`src/stra_pkg.sv`:
```
// ----------------------------------------------------------------------------
// stra_pkg
// shared types and constants of the sequenced trace ring reader
// ----------------------------------------------------------------------------
`default_nettype none

package stra_pkg;

    localparam int TRACE_DEPTH = 32;
    localparam int IDX_W       = $clog2(TRACE_DEPTH);
    localparam int CNT_W       = $clog2(TRACE_DEPTH + 1);
    localparam int COPIED_W    = 6;
    localparam int CAP_W       = 8;
    localparam int SEQ_W       = 32;

    localparam int CMDQ_DEPTH  = 4;
    localparam int CMDQ_PTR_W  = $clog2(CMDQ_DEPTH);
    localparam int CMDQ_CNT_W  = $clog2(CMDQ_DEPTH + 1);

    localparam int RESQ_DEPTH  = 4;
    localparam int RESQ_PTR_W  = $clog2(RESQ_DEPTH);
    localparam int RESQ_CNT_W  = $clog2(RESQ_DEPTH + 1);

    localparam logic [SEQ_W-1:0] SEQ_MAX = '1;

    localparam logic [1:0] OP_CLEAR   = 2'd0;
    localparam logic [1:0] OP_RECORD  = 2'd1;
    localparam logic [1:0] OP_READ    = 2'd2;
    localparam logic [1:0] OP_IGNORED = 2'd3;

    localparam logic [1:0] STATUS_OK      = 2'd0;
    localparam logic [1:0] STATUS_BAD_CAP = 2'd1;
    localparam logic [1:0] STATUS_WINDOW  = 2'd2;

    typedef struct packed {
        logic [1:0]       op;
        logic [15:0]      pc;
        logic [7:0]       event_code;
        logic [7:0]       result_code;
        logic [31:0]      value;
        logic [31:0]      elapsed_time;
        logic [31:0]      cursor;
        logic [CAP_W-1:0] capacity;
    } item_t;

    typedef struct packed {
        logic             is_summary;
        logic [31:0]      sequence_res;
        logic [15:0]      entry_pc;
        logic [7:0]       entry_event;
        logic [7:0]       entry_result;
        logic [31:0]      entry_value;
        logic [31:0]      entry_elapsed;
        logic [1:0]       status;
        logic [COPIED_W-1:0] copied;
        logic [31:0]      resume_cursor;
        logic [31:0]      dropped;
        logic             last;
    } result_t;

    typedef struct packed {
        logic [SEQ_W-1:0] seq;
        logic [15:0]      pc;
        logic [7:0]       ev;
        logic [7:0]       res;
        logic [31:0]      val;
        logic [31:0]      ela;
    } rec_t;

    typedef enum logic {
        CMD_WRITE = 1'b0,
        CMD_READ  = 1'b1
    } cmd_kind_t;

    typedef struct packed {
        cmd_kind_t        kind;
        logic [IDX_W-1:0] idx;
        logic [CNT_W-1:0] copied;
        logic [1:0]       status;
        logic [31:0]      resume_cursor;
        logic [31:0]      dropped;
        rec_t             rec;
    } cmd_t;

endpackage

`default_nettype wire

```
`src/stra_front.sv`:
```
// ----------------------------------------------------------------------------
// stra_front
// accepts items, keeps head, count and sequence, turns records and reads
// into commands for the back end
// ----------------------------------------------------------------------------
`default_nettype none

module stra_front (
    input  wire logic           clk,
    input  wire logic           rst_n,
    input  wire logic           accept,
    input  wire stra_pkg::item_t item,
    output logic                cmd_push,
    output stra_pkg::cmd_t      cmd
);
    import stra_pkg::*;

    logic [IDX_W-1:0] head_reg,   head_next;
    logic [CNT_W-1:0] count_reg,  count_next;
    logic [SEQ_W-1:0] seq_reg,    seq_next;
    logic [SEQ_W-1:0] latest_reg, latest_next;
    logic [SEQ_W-1:0] base_reg,   base_next;

    logic             seq_sat;
    logic             grow;
    logic             cap_bad;
    logic             ahead;
    logic             stale;
    logic [SEQ_W-1:0] avail_full;
    logic [CNT_W-1:0] avail;
    logic [CNT_W-1:0] cap_n;
    logic [CNT_W-1:0] copied;
    logic [IDX_W:0]   start_sum;
    logic [IDX_W-1:0] start_idx;

    assign seq_sat = (seq_reg == SEQ_MAX);
    assign grow    = (count_reg < CNT_W'(TRACE_DEPTH));

    // read classification
    assign cap_bad    = (item.capacity > CAP_W'(TRACE_DEPTH));
    assign ahead      = (item.cursor > latest_reg);
    assign stale      = (count_reg != '0) && (item.cursor < base_reg);
    assign avail_full = latest_reg - item.cursor;
    assign avail      = avail_full[CNT_W-1:0];
    assign cap_n      = item.capacity[CNT_W-1:0];
    assign copied     = (avail < cap_n) ? avail : cap_n;

    assign start_sum  = (IDX_W+1)'(head_reg) + (IDX_W+1)'(TRACE_DEPTH) - (IDX_W+1)'(avail);
    assign start_idx  = (start_sum >= (IDX_W+1)'(TRACE_DEPTH))
                        ? IDX_W'(start_sum - (IDX_W+1)'(TRACE_DEPTH))
                        : start_sum[IDX_W-1:0];

    always_comb
    begin
        head_next   = head_reg;
        count_next  = count_reg;
        seq_next    = seq_reg;
        latest_next = latest_reg;
        base_next   = base_reg;
        cmd_push    = 1'b0;

        cmd               = '0;
        cmd.kind          = CMD_WRITE;
        cmd.idx           = head_reg;
        cmd.rec.seq       = seq_reg;
        cmd.rec.pc        = item.pc;
        cmd.rec.ev        = item.event_code;
        cmd.rec.res       = item.result_code;
        cmd.rec.val       = item.value;
        cmd.rec.ela       = item.elapsed_time;
        cmd.resume_cursor = item.cursor;

        if (accept)
        begin
            unique case (item.op)
                OP_CLEAR:
                begin
                    head_next   = '0;
                    count_next  = '0;
                    seq_next    = SEQ_W'(1);
                    latest_next = '0;
                    base_next   = '0;
                end
                OP_RECORD:
                begin
                    cmd_push  = 1'b1;
                    head_next = (head_reg == IDX_W'(TRACE_DEPTH - 1)) ? '0 : head_reg + 1'b1;
                    if (grow)
                    begin
                        count_next = count_reg + 1'b1;
                    end
                    if (!seq_sat)
                    begin
                        seq_next    = seq_reg + 1'b1;
                        latest_next = latest_reg + 1'b1;
                    end
                    // base tracks latest minus count
                    if (grow && seq_sat)
                    begin
                        base_next = base_reg - 1'b1;
                    end
                    else if (!grow && !seq_sat)
                    begin
                        base_next = base_reg + 1'b1;
                    end
                end
                OP_READ:
                begin
                    cmd_push = 1'b1;
                    cmd.kind = CMD_READ;
                    priority if (cap_bad)
                    begin
                        cmd.status = STATUS_BAD_CAP;
                    end
                    else if (ahead)
                    begin
                        cmd.status        = STATUS_WINDOW;
                        cmd.resume_cursor = latest_reg;
                    end
                    else if (stale)
                    begin
                        cmd.status        = STATUS_WINDOW;
                        cmd.resume_cursor = base_reg;
                        cmd.dropped       = base_reg - item.cursor;
                    end
                    else
                    begin
                        cmd.status = STATUS_OK;
                        cmd.copied = copied;
                        cmd.idx    = start_idx;
                    end
                end
                default:
                begin
                end
            endcase
        end
    end

    always_ff @(posedge clk or negedge rst_n)
    begin
        if (!rst_n)
        begin
            head_reg   <= '0;
            count_reg  <= '0;
            seq_reg    <= SEQ_W'(1);
            latest_reg <= '0;
            base_reg   <= '0;
        end
        else
        begin
            head_reg   <= head_next;
            count_reg  <= count_next;
            seq_reg    <= seq_next;
            latest_reg <= latest_next;
            base_reg   <= base_next;
        end
    end

endmodule

`default_nettype wire

```
`config.mk`:
```
export PLATFORM = sky130hd
export DESIGN_NAME = stra_front
export DESIGN_NICKNAME = d
export VERILOG_FILES = /design/src/stra_pkg.sv /design/src/stra_front.sv
export SDC_FILE = /design/constraint.sdc
export NUM_CORES = 1
export LEC_CHECK = 0
export BUFFER_PORTS_ARGS = -buffer_cell sky130_fd_sc_hd__buf_2
export CAP_MARGIN = 20
export CORE_MARGIN = 2
export CORE_UTILIZATION = 50
export CTS_BUF_LIST = sky130_fd_sc_hd__clkbuf_4 sky130_fd_sc_hd__clkbuf_8
export DETAILED_ROUTE_END_ITERATION = 10
export GPL_TIMING_DRIVEN = 0
export HOLD_SLACK_MARGIN = 0.1
export PLACE_DENSITY = 0.77
export SLEW_MARGIN = 15
export SYNTH_ARGS = -nofsm -noshare
export SYNTH_HDL_FRONTEND = slang
export SYNTH_SLANG_ARGS = --single-unit
```
`constraint.sdc`:
```
create_clock -name clk -period 8 [get_ports clk]
set_input_delay 2.4 -clock clk [delete_from_list [all_inputs] [get_ports clk]]
set_output_delay 2.4 -clock clk [all_outputs]
set_load 0.01 [all_outputs]
```
== Yosys cells after proc, flatten, opt, wreduce, memory -nomap -nowiden ==
Index checks and enable logic that the tools add are counted.

* Add/subtract/negate cells: 11
* $lt $le $gt $ge: 6
* Reduce and logical (&&, ||, !) cells: 13
* Eq/ne operators: 7
* Multiplexer cells: 26

{| class="wikitable"
|+ Operators by type and width
! operator !! number
|-
| $pmux W32 S2 || 3
|-
| $mux W32 || 5
|-
| $mux W78 || 2
|-
| $mux W64 || 2
|-
| $add A32 B1 Y32 const B || 3
|-
| $mux W34 || 1
|-
| $mux W11 || 3
|-
| $eq A32 B32 Y1 const B || 1
|-
| $gt A32 B32 Y1 || 1
|-
| $lt A32 B32 Y1 || 1
|-
| $sub A32 B1 Y32 const B || 1
|-
| $sub A32 B32 Y32 || 1
|-
| $mux W6 || 2
|-
| $pmux W6 S2 || 1
|-
| $sub A6 B6 Y6 || 2
|-
| $mux W5 || 2
|-
| $pmux W5 S2 || 1
|-
| $reduce_and A3 Y1 || 3
|-
| $gt A8 B6 Y1 const B || 1
|-
| $add A5 B6 Y6 const B || 1
|-
| $add A6 B1 Y6 const B || 1
|-
| $ge A6 B6 Y1 const B || 1
|-
| $lt A6 B6 Y1 || 1
|-
| $lt A6 B6 Y1 const B || 1
|-
| other kinds (16) || 22
|}

* Output and inout bits: 207
* Bits in registers: 107

== Logic depth before layout (Yosys ltp) ==
* Word-level depth: 9
* Gate-level depth with buffers: 21
* Depth with buffers taken out: 15

== Worst setup path before layout ==
No wires, ideal clock.

* Path kind: input-to-output
* Start point: input port item[8] (netlist name)
* End point: output port cmd[194] (netlist name)
* Data arrival time: 4928 ps
* Setup slack: 672 ps
* Stages: 12
* Path buffers: 0
* Path through: ha_1 -> inv_1 -> fa_1 -> ha_1 -> a21boi_0 -> o21a_1 -> o21a_1 -> o21ai_0 -> nand2b_1 -> a21oi_1 -> nor2_1 -> a211oi_1

{| class="wikitable"
|+ RTL lines
! element !! line !! RTL
|-
| start: declaration || stra_front.sv:12 || <nowiki>input wire stra_pkg::item_t item,</nowiki>
|-
| end: declaration || stra_front.sv:14 || <nowiki>output stra_pkg::cmd_t cmd</nowiki>
|}

==> flow_summary.rst <==
.. list-table::
   :header-rows: 1

   * - Metric
     - Value
   * - Status
     - finished clean
   * - Syn Std Cell Area
     - between 0.01 and 0.015 sq mm
   * - Tightest Hold Check Type
     - flip-flop to flip-flop
   * - Count of nets left with antenna violations after detail routing
     - 0
   * - DR iter-0 viols
     - 1293
   * - Post-route setup TNS
     - 0 ns
   * - Number of buffers inserted by hold repair at cts
     - 0
   * - Leading cell type in the layout, fill and taps excluded
     - sky130_fd_sc_hd__buf_2
   * - Antenna violations before repair
     - 2
   * - Post-detailed-route via-to-cell ratio
     - slightly below 6
   * - Max-cap violation count
     - 0
   * - Layout Nets
     - approximately 2100
   * - Clock Tree Buf Depth
     - 2
   * - Routability cong.
     - 0.980
   * - Design area
     - 0.0142 sq mm
   * - Total leakage power
     - ~0.007 uW
   * - Actual transition at the worst max-transition pin
     - approximately 1.0 ns
   * - Sequential standard cell area
     - about 0.0027 sq mm
   * - Wirelength, routed
     - roughly 44 mm
   * - Worst EP arrival
     - roughly 5.6 ns
   * - Die width
     - between 150 and 200 microns
   * - Overflow after GRT
     - 0
   * - Clock tree from TritonCTS
     - done
   * - Clock latency reported for the late side of the worst-skew pair
     - about 0.42 ns
   * - Maximum vdd drop
     - approximately 0.00012 V
   * - Post-layout worst setup margin
     - around 0.026 ns
   * - Clock slew at reported path FFs
     - 0.14 ns
   * - Synthesis-stage register bit count
     - about 110
   * - Final critical-path share of the clock period
     - 99.7%
   * - Area of the core
     - about 0.024 sq mm
   * - Instance area after placement
     - between 0.01 and 0.015 sq mm
   * - Syn Area/Cell
     - just under 8 sq um
   * - Post-synthesis instance total
     - 1583
   * - Total die area
     - about 0.026 sq mm
   * - Setup clock skew after layout
     - 0.0308 ns
   * - Area taken by multi-input logic gates
     - 0.00800 sq mm
   * - Share of cells above drive strength 1
     - about a quarter
   * - Estimated wirelength of the detail-placed design
     - between 30 and 40 mm
   * - Share of flip-flops with an asynchronous set or reset
     - 100%
   * - Count of input and output buffers
     - 251
   * - Global-route wire length before repair
     - roughly 66 mm
   * - I/O pin cnt
     - roughly 350
   * - Final core occ
     - 58.8%
   * - CP Class
     - input pin to output port
   * - Element type at the critical path end
     - output port
   * - Top library cells by usage in the layout, fill and taps aside
     - sky130_fd_sc_hd__buf_2 (283), sky130_fd_sc_hd__nor2_1 (158), sky130_fd_sc_hd__nand2_1 (126)
   * - Required time of the worst setup path
     - about 5.6 ns
   * - # clock sinks
     - 107
   * - Synth Warn #
     - 0
   * - Final-layout worst hold slack
     - 0.567 ns
   * - Pre-CTS setup slack
     - -0.0434 ns
   * - Sequential area share after synthesis
     - approximately 22%
   * - Number of fill cells
     - around 2300
   * - # DRC
     - 0
   * - Number of standard-cell rows in the floorplan
     - 57
   * - Top_reg_cell synth
     - sky130_fd_sc_hd__dfrtp_1
   * - Time the final worst path needs with I/O delays and setup
     - around 8 ns
   * - Area growth, synth to finish
     - 16.4%
   * - CTS Buf Count
     - 9
   * - Routed length per instance
     - 20.1 microns
   * - Fmax
     - about 0.13 GHz
   * - Initial Util
     - between 50% and 60%
   * - Global-route usage over all layers
     - between 30 and 40%
   * - Number of enable-type register cells in the synthesized netlist
     - 0
   * - Max-slew violations
     - 0
   * - Synthesized netlist net count
     - roughly 1800
   * - CTS Root Cell
     - sky130_fd_sc_hd__clkbuf_8
   * - Largest net degree at the start of global routing
     - between 50 and 60
   * - Routed vias
     - 12979
   * - Vias in the first global route
     - 12024
   * - Normalized max-slew margin
     - about a third
   * - Pwr/cell area
     - 107 mW/mm^2
   * - Hold violation count in the final report
     - 0
   * - First-pass detailed-route iteration total
     - 5
   * - Synth unique cells
     - 102
   * - Count of final setup violators
     - 0
   * - Type of element launching the critical path
     - input pin
   * - Maximum level of the CTS H-tree
     - 3
   * - Overall die height
     - between 150 and 200 microns
   * - Critical Path Fanout Max
     - 10
==> area by class of cell <==
cell class	count	share of cell area (%)
sequential	107	18.9
inverter	111	2.94
timing repair buffer	253	9.16
clock buffer	9	0.874
multi-input combinational	1183	56.5
buffer	182	8.11
clock inverter	7	0.662
tap	324	2.86
antenna	1	0.0177
==> layer usage <==
layer	wire (microns)	part of all wire (%)	up-vias	track usage [%]
met3	4160	9.5	88	6.39
met1	18200	42	6111	44.1
met2	20000	46	711	52.8
li1	-	-	6069	-
met4	1390	3.2	0	11.7
met5	0	0	-	0
==> synth_stat cells, types with 8 or more instances <==
cell type,n,area [sq um]
sky130_fd_sc_hd__a211o_1,8,70.1
sky130_fd_sc_hd__a211oi_1,9,67.6
sky130_fd_sc_hd__a21o_1,31,233
sky130_fd_sc_hd__a21oi_1,94,470
sky130_fd_sc_hd__a22o_1,12,105
sky130_fd_sc_hd__a2bb2oi_1,35,307
sky130_fd_sc_hd__a31oi_1,13,81.3
sky130_fd_sc_hd__and2_1,9,56.3
sky130_fd_sc_hd__and3_1,22,138
sky130_fd_sc_hd__buf_2,36,180
sky130_fd_sc_hd__buf_4,98,736
sky130_fd_sc_hd__clkbuf_1,42,158
sky130_fd_sc_hd__dfrtp_1,106,2650
sky130_fd_sc_hd__ha_1,92,1150
sky130_fd_sc_hd__inv_1,110,413
sky130_fd_sc_hd__mux2i_1,13,130
sky130_fd_sc_hd__nand2_1,126,473
sky130_fd_sc_hd__nand2b_1,11,68.8
sky130_fd_sc_hd__nand3_1,53,265
sky130_fd_sc_hd__nand4_1,29,181
sky130_fd_sc_hd__nor2_1,158,593
sky130_fd_sc_hd__nor2b_1,14,87.6
sky130_fd_sc_hd__nor3_1,30,150
sky130_fd_sc_hd__o211ai_1,8,60.1
sky130_fd_sc_hd__o21a_1,8,60.1
sky130_fd_sc_hd__o21ai_0,91,455
sky130_fd_sc_hd__o21ai_1,8,40.0
sky130_fd_sc_hd__o21bai_1,10,75.1
sky130_fd_sc_hd__o22ai_1,43,269
sky130_fd_sc_hd__o31a_1,9,78.8
sky130_fd_sc_hd__or3_1,24,150
sky130_fd_sc_hd__xnor2_1,73,639
sky130_fd_sc_hd__xor2_1,30,263
==> path summary, 6_finish.rpt <==
path                        startpoint            to  slack [ns]  cells after the start
setup / recovery              item[10]      cmd[179]        0.03                     13
hold / removal             head_reg[3]   head_reg[3]        0.57                      1
setup reg to reg           seq_reg[14]  base_reg[30]        1.40                     21
hold reg to reg            head_reg[3]   head_reg[3]        0.57                      1
max in group asynchronous        rst_n  base_reg[26]        5.37                      2
min in group asynchronous        rst_n   seq_reg[16]        1.93                      1
==> kinds of logic after synthesis <==
group | after synthesis | synth area share (%)
mux | 17 | 1.44
buf+inv | 293 | 12.8
compound gates | 439 | 24.5
simple gates | 529 | 21.9
flops | 107 | 22.0
xor+xnor | 103 | 7.41
fa+ha+maj | 95 | 9.95
==> critical path, stage by stage <==
cell and delay, ns:
sky130_fd_sc_hd__buf_2 0.13, sky130_fd_sc_hd__inv_1 0.09, sky130_fd_sc_hd__ha_1 0.36, sky130_fd_sc_hd__nor2b_1 0.17, sky130_fd_sc_hd__o31a_1 0.29, sky130_fd_sc_hd__o211a_1 0.35, sky130_fd_sc_hd__or3_4 0.46, sky130_fd_sc_hd__a22oi_4 0.34
sky130_fd_sc_hd__a21o_4 0.19, sky130_fd_sc_hd__buf_6 0.15, sky130_fd_sc_hd__o22ai_1 0.10, sky130_fd_sc_hd__a2bb2oi_1 0.33, sky130_fd_sc_hd__buf_2 0.20
==> power breakdown <==
group	internal [uW]	switching (uW)
Clock	135	262
Sequential	567	41.5
Combinational	229	279
Total	931	582
==> per-stage QoR <==
stage               std cells  total power (uW)
floorplan                1583               946
global placement         2158              1100
detailed placement       2159              1120
CTS                      2175              1510
global route             2176              1590
finish                   2177              1510
==> repair_timing <==
action | in CTS | in global routing
pin swaps | 0 | 1
setup buffers | 0 | 1
gates resized for setup | 4 | 10
setup endpoints to repair | 3 | 41
Power figures use the tool's default switching activity.
